File: config.mk
export PLATFORM = sky130hd
export DESIGN_NAME = vector_glyph_primitive_decoder
export DESIGN_NICKNAME = d
export VERILOG_FILES = /design/src/sv/vgpd_pkg.sv /design/src/sv/vgpd_front.sv /design/src/sv/vgpd_queue.sv /design/src/sv/vgpd_back.sv /design/src/sv/vector_glyph_primitive_decoder.sv
export SDC_FILE = /design/constraint.sdc
export NUM_CORES = 1
export LEC_CHECK = 0
export BUFFER_PORTS_ARGS = -buffer_cell sky130_fd_sc_hd__buf_2
export CAP_MARGIN = 20
export CORE_ASPECT_RATIO = 1.2
export CORE_MARGIN = 5
export CORE_UTILIZATION = 65
export DETAILED_ROUTE_END_ITERATION = 8
export PLACE_DENSITY = 0.83
export SLEW_MARGIN = 30
export SYNTH_ARGS = -nofsm -noshare
export SYNTH_HDL_FRONTEND = slang
export SYNTH_HIERARCHICAL = 1
export SYNTH_SLANG_ARGS = --single-unit
File: constraint.sdc
create_clock -name clk_i -period 13.8 [get_ports clk_i]
set_input_delay 1.38 -clock clk_i [delete_from_list [all_inputs] [get_ports clk_i]]
set_output_delay 1.38 -clock clk_i [all_outputs]
set_load 0.02 [all_outputs]
File: src/sv/vgpd_pkg.sv
// shared types, constants and helpers for the vector glyph primitive decoder
`timescale 1ns / 1ps

package vgpd_pkg;

  localparam int GlyphByteBits = 8;
  localparam int XScaleBits    = 11;
  localparam int YBits         = 6;
  localparam int WidthBits     = 8;

  localparam int ScaleFracBitsDefault = 12;
  localparam int XOutBitsDefault      = 9;
  localparam int JobQueueDepth        = 4;

  localparam logic [XScaleBits-1:0] XScaleReset = XScaleBits'(1024);

  localparam logic [GlyphByteBits-1:0] TypeEnd  = GlyphByteBits'(0);
  localparam logic [GlyphByteBits-1:0] TypeBox  = GlyphByteBits'(2);
  localparam logic [GlyphByteBits-1:0] TypeTri  = GlyphByteBits'(3);
  localparam logic [GlyphByteBits-1:0] TypeQuad = GlyphByteBits'(4);

  typedef enum logic [1:0] {
    PrimBox = 2'd0,
    PrimTri = 2'd1,
    PrimEnd = 2'd2
  } prim_kind_e;

  typedef enum logic [1:0] {
    JobBox  = 2'd0,
    JobTri  = 2'd1,
    JobQuad = 2'd2,
    JobEnd  = 2'd3
  } job_kind_e;

  typedef enum logic {
    BackFirst  = 1'b0,
    BackSecond = 1'b1
  } back_state_e;

  // width of one queued job: kind, glyph width, four nodes
  function automatic int job_bits(input int x_out_bits);
    return 2 + WidthBits + 4 * (x_out_bits + YBits);
  endfunction

endpackage

File: src/sv/vgpd_front.sv
// front end: parses glyph bytes, scales nodes, issues primitive jobs
`timescale 1ns / 1ps

module vgpd_front import vgpd_pkg::*; #(
  parameter int SCALE_FRAC_BITS = ScaleFracBitsDefault,
  parameter int X_OUT_BITS      = XOutBitsDefault
) (
  input  logic                             clk_i,
  input  logic                             rst_ni,
  input  logic                             in_valid_i,
  output logic                             in_ready_o,
  input  logic [GlyphByteBits-1:0]         glyph_byte_i,
  input  logic [GlyphByteBits-1:0]         x_base_i,
  input  logic [XScaleBits-1:0]            x_scale_i,
  output logic                             job_push_o,
  output logic [job_bits(X_OUT_BITS)-1:0]  job_o,
  input  logic                             job_full_i
);

  localparam int ProdW = GlyphByteBits + XScaleBits;
  localparam logic [ProdW:0] XLim = (ProdW+1)'((1 << X_OUT_BITS) - 1);

  typedef struct packed {
    job_kind_e                         kind;
    logic [WidthBits-1:0]              width;
    logic [3:0][X_OUT_BITS-1:0]        xs;
    logic [3:0][YBits-1:0]             ys;
  } job_t;

  logic                          phase_q, phase_d;
  logic [2:0]                    total_q, total_d;
  logic [2:0]                    idx_q, idx_d;
  logic [WidthBits-1:0]          max_q, max_d;
  logic [3:0][X_OUT_BITS-1:0]    xs_q, xs_d;
  logic [3:0][YBits-1:0]         ys_q, ys_d;

  logic                          accept;
  logic [ProdW-1:0]              prod;
  logic [ProdW-1:0]              scaled;
  logic [ProdW:0]                sum;
  logic [X_OUT_BITS-1:0]         x_new;
  logic [3:0]                    idx_next;
  job_t                          job;

  assign in_ready_o = !job_full_i;
  assign accept     = in_valid_i && in_ready_o;

  assign prod   = ProdW'(glyph_byte_i) * ProdW'(x_scale_i);
  assign scaled = prod >> SCALE_FRAC_BITS;
  assign sum    = (ProdW+1)'(x_base_i) + (ProdW+1)'(scaled);
  assign x_new  = (sum > XLim) ? XLim[X_OUT_BITS-1:0] : sum[X_OUT_BITS-1:0];

  assign idx_next = {1'b0, idx_q} + 4'd1;

  always_comb begin
    phase_d    = phase_q;
    total_d    = total_q;
    idx_d      = idx_q;
    max_d      = max_q;
    xs_d       = xs_q;
    ys_d       = ys_q;
    job_push_o = 1'b0;
    job.kind   = JobEnd;
    job.width  = max_q;
    job.xs     = xs_q;
    job.ys     = ys_q;
    if (accept) begin
      if (!phase_q) begin
        if (glyph_byte_i == TypeEnd) begin
          job_push_o = 1'b1;
          max_d      = '0;
        end else if (glyph_byte_i == TypeBox || glyph_byte_i == TypeTri ||
                     glyph_byte_i == TypeQuad) begin
          phase_d = 1'b1;
          total_d = glyph_byte_i[2:0];
          idx_d   = '0;
        end
      end else begin
        if (!idx_q[0]) begin
          if (glyph_byte_i > max_q) begin
            max_d = glyph_byte_i;
          end
          xs_d[idx_q[2:1]] = x_new;
        end else begin
          ys_d[idx_q[2:1]] = glyph_byte_i[GlyphByteBits-1:2];
        end
        if (idx_next < {total_q, 1'b0}) begin
          idx_d = idx_next[2:0];
        end else begin
          phase_d    = 1'b0;
          idx_d      = '0;
          job_push_o = 1'b1;
          job.ys     = ys_d;
          job.width  = '0;
          unique case (total_q)
            3'd2:    job.kind = JobBox;
            3'd3:    job.kind = JobTri;
            default: job.kind = JobQuad;
          endcase
        end
      end
    end
  end

  assign job_o = job;

  always_ff @(posedge clk_i or negedge rst_ni) begin
    if (!rst_ni) begin
      phase_q <= 1'b0;
      total_q <= '0;
      idx_q   <= '0;
      max_q   <= '0;
    end else begin
      phase_q <= phase_d;
      total_q <= total_d;
      idx_q   <= idx_d;
      max_q   <= max_d;
    end
  end

  always_ff @(posedge clk_i) begin
    xs_q <= xs_d;
    ys_q <= ys_d;
  end

endmodule

File: src/sv/vgpd_queue.sv
// small job queue between front and back
`timescale 1ns / 1ps

module vgpd_queue import vgpd_pkg::*; #(
  parameter int Width = 8,
  parameter int Depth = JobQueueDepth
) (
  input  logic             clk_i,
  input  logic             rst_ni,
  input  logic             push_i,
  input  logic [Width-1:0] wdata_i,
  output logic             full_o,
  input  logic             pop_i,
  output logic [Width-1:0] rdata_o,
  output logic             valid_o
);

  localparam int PtrW = (Depth > 1) ? $clog2(Depth) : 1;
  localparam int CntW = $clog2(Depth + 1);
  localparam logic [PtrW-1:0] PtrLast = PtrW'(Depth - 1);

  logic [Width-1:0] entry_q [Depth];
  logic [PtrW-1:0]  wr_ptr_q, rd_ptr_q;
  logic [CntW-1:0]  count_q;
  logic             do_push, do_pop;

  assign full_o  = (count_q == CntW'(Depth));
  assign valid_o = (count_q != '0);
  assign rdata_o = entry_q[rd_ptr_q];
  assign do_push = push_i && !full_o;
  assign do_pop  = pop_i && valid_o;

  always_ff @(posedge clk_i or negedge rst_ni) begin
    if (!rst_ni) begin
      wr_ptr_q <= '0;
      rd_ptr_q <= '0;
      count_q  <= '0;
    end else begin
      if (do_push) begin
        wr_ptr_q <= (wr_ptr_q == PtrLast) ? '0 : wr_ptr_q + 1'b1;
      end
      if (do_pop) begin
        rd_ptr_q <= (rd_ptr_q == PtrLast) ? '0 : rd_ptr_q + 1'b1;
      end
      if (do_push && !do_pop) begin
        count_q <= count_q + 1'b1;
      end else if (do_pop && !do_push) begin
        count_q <= count_q - 1'b1;
      end
    end
  end

  always_ff @(posedge clk_i) begin
    if (do_push) begin
      entry_q[wr_ptr_q] <= wdata_i;
    end
  end

endmodule

File: src/sv/vgpd_back.sv
// back end: expands jobs into result primitives behind an output register
`timescale 1ns / 1ps

module vgpd_back import vgpd_pkg::*; #(
  parameter int X_OUT_BITS = XOutBitsDefault
) (
  input  logic                             clk_i,
  input  logic                             rst_ni,
  input  logic                             job_valid_i,
  input  logic [job_bits(X_OUT_BITS)-1:0]  job_i,
  output logic                             job_pop_o,
  output logic                             out_valid_o,
  input  logic                             out_ready_i,
  output logic [1:0]                       prim_kind_o,
  output logic [X_OUT_BITS-1:0]            p0_x_o,
  output logic [YBits-1:0]                 p0_y_o,
  output logic [X_OUT_BITS-1:0]            p1_x_o,
  output logic [YBits-1:0]                 p1_y_o,
  output logic [X_OUT_BITS-1:0]            p2_x_o,
  output logic [YBits-1:0]                 p2_y_o,
  output logic [WidthBits-1:0]             glyph_width_o,
  output logic                             last_of_run_o
);

  typedef struct packed {
    job_kind_e                         kind;
    logic [WidthBits-1:0]              width;
    logic [3:0][X_OUT_BITS-1:0]        xs;
    logic [3:0][YBits-1:0]             ys;
  } job_t;

  typedef struct packed {
    prim_kind_e                kind;
    logic [X_OUT_BITS-1:0]     p0_x;
    logic [YBits-1:0]          p0_y;
    logic [X_OUT_BITS-1:0]     p1_x;
    logic [YBits-1:0]          p1_y;
    logic [X_OUT_BITS-1:0]     p2_x;
    logic [YBits-1:0]          p2_y;
    logic [WidthBits-1:0]      width;
    logic                      last;
  } result_t;

  job_t        job;
  result_t     res, res_q;
  back_state_e state_q, state_d;
  logic        valid_q;
  logic        load, take, quad_first;

  assign job        = job_i;
  assign load       = !valid_q || out_ready_i;
  assign take       = load && job_valid_i;
  assign quad_first = (job.kind == JobQuad) && (state_q == BackFirst);

  // next state
  always_comb begin
    state_d = state_q;
    if (take) begin
      state_d = quad_first ? BackSecond : BackFirst;
    end
  end

  // outputs
  always_comb begin
    job_pop_o = take && !quad_first;
    res       = '0;
    res.last  = 1'b1;
    unique case (job.kind)
      JobBox: begin
        res.kind = PrimBox;
        if (job.xs[0] < job.xs[1]) begin
          res.p0_x = job.xs[0];
          res.p1_x = job.xs[1] - job.xs[0];
        end else begin
          res.p0_x = job.xs[1];
          res.p1_x = job.xs[0] - job.xs[1];
        end
        if (job.ys[0] < job.ys[1]) begin
          res.p0_y = job.ys[0];
          res.p1_y = job.ys[1] - job.ys[0];
        end else begin
          res.p0_y = job.ys[1];
          res.p1_y = job.ys[0] - job.ys[1];
        end
      end
      JobTri: begin
        res.kind = PrimTri;
        res.p0_x = job.xs[0];
        res.p0_y = job.ys[0];
        res.p1_x = job.xs[1];
        res.p1_y = job.ys[1];
        res.p2_x = job.xs[2];
        res.p2_y = job.ys[2];
      end
      JobQuad: begin
        res.kind = PrimTri;
        res.p1_x = job.xs[1];
        res.p1_y = job.ys[1];
        if (state_q == BackFirst) begin
          // triangle 0,1,3
          res.p0_x = job.xs[0];
          res.p0_y = job.ys[0];
          res.p2_x = job.xs[3];
          res.p2_y = job.ys[3];
          res.last = 1'b0;
        end else begin
          // triangle 3,1,2
          res.p0_x = job.xs[3];
          res.p0_y = job.ys[3];
          res.p2_x = job.xs[2];
          res.p2_y = job.ys[2];
        end
      end
      JobEnd: begin
        res.kind  = PrimEnd;
        res.width = job.width;
      end
      default: res.kind = PrimEnd;
    endcase
  end

  always_ff @(posedge clk_i or negedge rst_ni) begin
    if (!rst_ni) begin
      state_q <= BackFirst;
      valid_q <= 1'b0;
    end else begin
      state_q <= state_d;
      if (load) begin
        valid_q <= job_valid_i;
      end
    end
  end

  always_ff @(posedge clk_i) begin
    if (take) begin
      res_q <= res;
    end
  end

  assign out_valid_o   = valid_q;
  assign prim_kind_o   = res_q.kind;
  assign p0_x_o        = res_q.p0_x;
  assign p0_y_o        = res_q.p0_y;
  assign p1_x_o        = res_q.p1_x;
  assign p1_y_o        = res_q.p1_y;
  assign p2_x_o        = res_q.p2_x;
  assign p2_y_o        = res_q.p2_y;
  assign glyph_width_o = res_q.width;
  assign last_of_run_o = res_q.last;

endmodule

File: src/sv/vector_glyph_primitive_decoder.sv
// top level of the vector glyph primitive decoder
//
// input channel: in_valid_i/in_ready_o move one glyph record byte per transfer,
//   together with the glyph's base x; a type byte opens a box, triangle or
//   quadrangle, node x,y bytes follow, a zero byte ends the glyph
// output channel: out_valid_o/out_ready_i move one primitive per transfer
//   (box, triangle or glyph end); last_of_run_o marks the final result of
//   the byte that caused it
// config: cfg_we_i writes the 11 bit horizontal scale (Q0.12), taken at once
// throughput: one byte per cycle while the queue has room; the back end
//   emits one result per cycle while ready: a quadrangle's nine bytes give two
// a polygon's last byte (or the end byte) pushes its job into the job queue;
//   its first result is then registered from there into the output register
// the node multiply, add and saturate are combinational in the front end;
//   a four-entry job queue separates front from back
// when the receiver stalls the output register holds, the back end stops, and
//   the front keeps taking bytes until the job queue fills
// reset clears parser state, the running maximum x, the queue and the output
//   valid, and sets the scale to 0.25; no clearing pass is needed
`timescale 1ns / 1ps

module vector_glyph_primitive_decoder import vgpd_pkg::*; #(
  parameter int SCALE_FRAC_BITS = ScaleFracBitsDefault,
  parameter int X_OUT_BITS      = XOutBitsDefault
) (
  input  logic                     clk_i,
  input  logic                     rst_ni,
  input  logic                     in_valid_i,
  output logic                     in_ready_o,
  input  logic [GlyphByteBits-1:0] glyph_byte_i,
  input  logic [GlyphByteBits-1:0] x_base_i,
  input  logic                     cfg_we_i,
  input  logic [XScaleBits-1:0]    cfg_wdata_i,
  output logic                     out_valid_o,
  input  logic                     out_ready_i,
  output logic [1:0]               prim_kind_o,
  output logic [X_OUT_BITS-1:0]    p0_x_o,
  output logic [YBits-1:0]         p0_y_o,
  output logic [X_OUT_BITS-1:0]    p1_x_o,
  output logic [YBits-1:0]         p1_y_o,
  output logic [X_OUT_BITS-1:0]    p2_x_o,
  output logic [YBits-1:0]         p2_y_o,
  output logic [WidthBits-1:0]     glyph_width_o,
  output logic                     last_of_run_o
);

  localparam int JobBits = job_bits(X_OUT_BITS);

  logic [XScaleBits-1:0] x_scale_q12_q;
  logic                  job_push, job_full, job_valid, job_pop;
  logic [JobBits-1:0]    job_in, job_out;

  always_ff @(posedge clk_i or negedge rst_ni) begin
    if (!rst_ni) begin
      x_scale_q12_q <= XScaleReset;
    end else if (cfg_we_i) begin
      x_scale_q12_q <= cfg_wdata_i;
    end
  end

  vgpd_front #(
    .SCALE_FRAC_BITS(SCALE_FRAC_BITS),
    .X_OUT_BITS     (X_OUT_BITS)
  ) u_front (
    .clk_i       (clk_i),
    .rst_ni      (rst_ni),
    .in_valid_i  (in_valid_i),
    .in_ready_o  (in_ready_o),
    .glyph_byte_i(glyph_byte_i),
    .x_base_i    (x_base_i),
    .x_scale_i   (x_scale_q12_q),
    .job_push_o  (job_push),
    .job_o       (job_in),
    .job_full_i  (job_full)
  );

  vgpd_queue #(
    .Width(JobBits),
    .Depth(JobQueueDepth)
  ) u_queue (
    .clk_i  (clk_i),
    .rst_ni (rst_ni),
    .push_i (job_push),
    .wdata_i(job_in),
    .full_o (job_full),
    .pop_i  (job_pop),
    .rdata_o(job_out),
    .valid_o(job_valid)
  );

  vgpd_back #(
    .X_OUT_BITS(X_OUT_BITS)
  ) u_back (
    .clk_i        (clk_i),
    .rst_ni       (rst_ni),
    .job_valid_i  (job_valid),
    .job_i        (job_out),
    .job_pop_o    (job_pop),
    .out_valid_o  (out_valid_o),
    .out_ready_i  (out_ready_i),
    .prim_kind_o  (prim_kind_o),
    .p0_x_o       (p0_x_o),
    .p0_y_o       (p0_y_o),
    .p1_x_o       (p1_x_o),
    .p1_y_o       (p1_y_o),
    .p2_x_o       (p2_x_o),
    .p2_y_o       (p2_y_o),
    .glyph_width_o(glyph_width_o),
    .last_of_run_o(last_of_run_o)
  );

endmodule

==> metrics.yaml <==
final_layout:
  stdcell_area_sq_mm: 0.0235
  layout-drive-gt1-share_pct: 22.1
  syn_to_final_growth_pct: 9.66
  diodes: 0
  finalNetCount: 1682
floorplan:
  core_sq_mm: 0.0329
  die_w_um: 176
  die_h_um: 209
  io_pins: 90
  start_util_pct: 65.3
  die_area_sq_mm: 0.0368
  num_rows: 73
sta:
  tightest_slew_ps: 959
  min_period_over_period_pct: 50.5
  timing.final.crit_period_ps: 6970
  slew-limit-headroom_pct: 35.9
  rsz0062_at_grt: "false"
  layout_setup_ws_ps: 6830
  fin_skew_ps: 19.0
  hold_violations: 0
  finalMaxSlewViolations: 0
  fmax_ghz: 0.144
  totalNegativeSetupSlack_ps: 0
  hold_ws_ps: 501
  finalSetupViolCount: 0
power:
  cellPowerDensity_mw_per_mm2: 252
  p_leak_nw: 9.02
  internal_power_mw: 3.62
  power.switching_mw: 2.32
  p_seq_share_pct: 35.4
  clock_power_share_pct: 18.8
  switching_share_pct: 39.0
  peakVddDrop_mv: 0.213
  combPwrFrac_pct: 45.8
worst_setup_path:
  r2r_end: "u_front/job_o[58]"
  r2r_slack_ps: 7460
  critPathCaptureType: "flop"
  crit_type: "input port to flop"
  crit_required_ps: 14130
  crit_arrival_ps: 7300
  r2r_cells: 22
  cp_max_fo: 18
  startpoint_type: "input port"
  rr_startpoint: "x_scale_q12_q[1]"
detailed_routing:
  dr.pass1.iters: 7
  finalWirelength_um: 45100
  viasPerCell: 6.24
  drcViolationCount: 0
  wire_per_inst_um: 23.2
  via_count: 12100
  drt_iter0_drc: 1227
  antenna_left: 0
clocking:
  cts_root_buf: "clkbuf_16"
  clk_pin_slew_worst_paths_ps: 60
  ctsHoldBuffers: 0
  h-tree-depth: 2
  clk_latency_ps: 560
  cts_inserted_buffers: 41
  cts_buffer_depth: 3
  cts_resized: 0
  cts.sinks: 431
  cts_tree: "yes"
  post_cts.repair.setup_buffers: 0
place:
  placed_area_sq_mm: 0.0222
  dp_slack_ps: 6260
  dp_hpwl_um: 28600
  io_buffer_count: 89
  place_congestion: 0.883
run:
  maxCapViolCount: 0
outcome:
  status: "finished clean"
logic_synthesis:
  syn_inst: 1408
  yosysSeqAreaShare_pct: 59.5
  avgSynthCellArea_sq_um: 15.3
  synth_edf_count: 396
  syn-num-nets: 1594
  netlist_area_sq_mm: 0.0215
  synth_cell_types: 72
  async_flop_share_pct: 8.12
  ys.warnings.count: 6
  synthFlopType: "edfxtp_1"
  ys_seq_elements: 431
global_route:
  grt_pass1_vias: 12800
  grt_max_degree: 71
  grtUsageTotal_pct: 25.1
  antenna_found_initial: 0
  overflow: 0
  grt_pass1_wl_um: 71400
worst_hold_path:
  worstHoldStart: "u_front/job_o[45]"
  min_path_type: "flop to flop"
  hold_depth: 0
  min_to: "u_queue/entry_q[1][45]"
## cells in the mapped netlist (all sizes together), types with 4 or more instances
cell	number	area share (%)
edfxtp	396	55
inv	136	2.4
ha	95	5.5
and2	83	2.4
mux4	70	7.4
mux2	67	3.7
nand2	66	1.2
fa	59	5.5
a21oi	45	1.1
nor2	40	0.75
dfrtp	34	4.0
buf	31	1.4
o21ai	31	0.74
clkbuf	30	0.52
nor2b	25	0.77
a22oi	24	0.84
mux2i	19	0.89
nor3	17	0.40
nand4	12	0.35
xor2	12	0.49
o22ai	11	0.32
nand3	10	0.23
xnor2	10	0.41
nand2b	8	0.23
and3	7	0.20
o21a	7	0.24
a21o	6	0.21
a222oi	6	0.28
a211oi	5	0.17
or2	5	0.15
nor4	4	0.12
o41ai	4	0.29
or4	4	0.14
## worst max-delay path, cell delays in order
cell and delay (ps):
buf_2 300, nand2_1 140, fa_1 530, fa_1 540, inv_1 60, fa_1 540, inv_1 70, fa_1 530
inv_1 40, ha_1 320, a2111oi_2 380, o41ai_1 150, a21oi_2 350, inv_1 70, a21oi_1 260, xnor2_1 160
ha_1 250, a21o_1 180, a21oi_1 210, o21ai_0 190, a21o_1 210, a21oi_1 190, xnor2_1 220
## power by group through the flow
stage	sequential (mW)	clock (mW)	combinational, mW
global placement	2.11	0	2.58
detailed placement	2.13	0	2.67
finish	2.10	1.12	2.72
floorplan	2.15	0	1.96
global route	2.13	1.19	2.99
CTS	2.11	1.13	2.71
## cells by family (layout without fill, tap and decap cells)
| group | Yosys count | count (layout) | synth area share [%] |
|---|---|---|---|
| multiplexers | 156 | 156 | 12.0 |
| AND/OR/NAND/NOR | 289 | 289 | 7.31 |
| adder cells (fa/ha/maj) | 154 | 154 | 11.0 |
| flip-flops | 431 | 431 | 59.5 |
| buffers and inverters | 197 | 317 | 4.29 |
| AO/OA/AOI/OAI | 159 | 159 | 5.05 |
| XOR/XNOR | 22 | 22 | 0.897 |
## final cells by class
cell class | count | area [sq um]
well taps | 412 | 515
fillers | 1981 | 9330
repair buffers | 106 | 592
inverters | 136 | 510
clock inverters | 32 | 294
clock buffers | 43 | 1040
flip-flops and latches | 431 | 12800
multi-input cells | 780 | 7820
## state kept, by name (all words and copies together), names as in the netlist, 8 cells and up
register              cells
u_back/glyph_width_o      8
u_back/p0_x_o             9
u_back/p1_x_o             9
u_back/p2_x_o             9
u_front/job_o            36
u_front/max_q             8
u_front/ys_q             24
u_queue/entry_q         280
x_scale_q12_q            11
## worst max-delay path by stage
stage	startpoint	endpoint	slack (ps)	depth (start not counted)
after floorplan	glyph_byte_i[2]	u_front/job_o[31]	6880	24
after global placement	glyph_byte_i[7]	u_front/job_o[31]	6470	23
after detailed placement	glyph_byte_i[7]	u_front/job_o[58]	6260	23
after CTS	glyph_byte_i[7]	u_front/job_o[49]	6790	23
after global routing	glyph_byte_i[7]	u_front/job_o[58]	6490	23
final	glyph_byte_i[7]	u_front/job_o[58]	6830	23
## per-layer routing
layer	up-vias	global-route usage (%)	wire length, um
li1	5395	-	-
met1	6119	33.0	17000
met2	507	43.4	23400
met3	90	4.16	3270
met4	0	8.12	1360
met5	-	0	0
## cell usage in the layout, fill, tap and decap left out, types with 41 or more instances in the layout
| master | n |
|---|---|
| mux2_2 | 57 |
| ha_1 | 95 |
| a21oi_1 | 41 |
| fa_1 | 59 |
| clkbuf_16 | 41 |
| edfxtp_1 | 396 |
| inv_1 | 135 |
| nand2_1 | 65 |
| and2_1 | 80 |
| mux4_2 | 68 |
| buf_2 | 89 |
## per-stage QoR
stage          instances  power (mW)  util [%]
2_1_floorplan       1408        4.11         -
3_3_place_gp        1865        4.68      67.5
3_5_place_dp        1865        4.80      67.5
4_1_cts             1940        5.95      71.6
5_1_grt             1940        6.32      71.6
6_report            1940        5.94      71.6
Note: power is estimated with default switching activity, not from simulation.
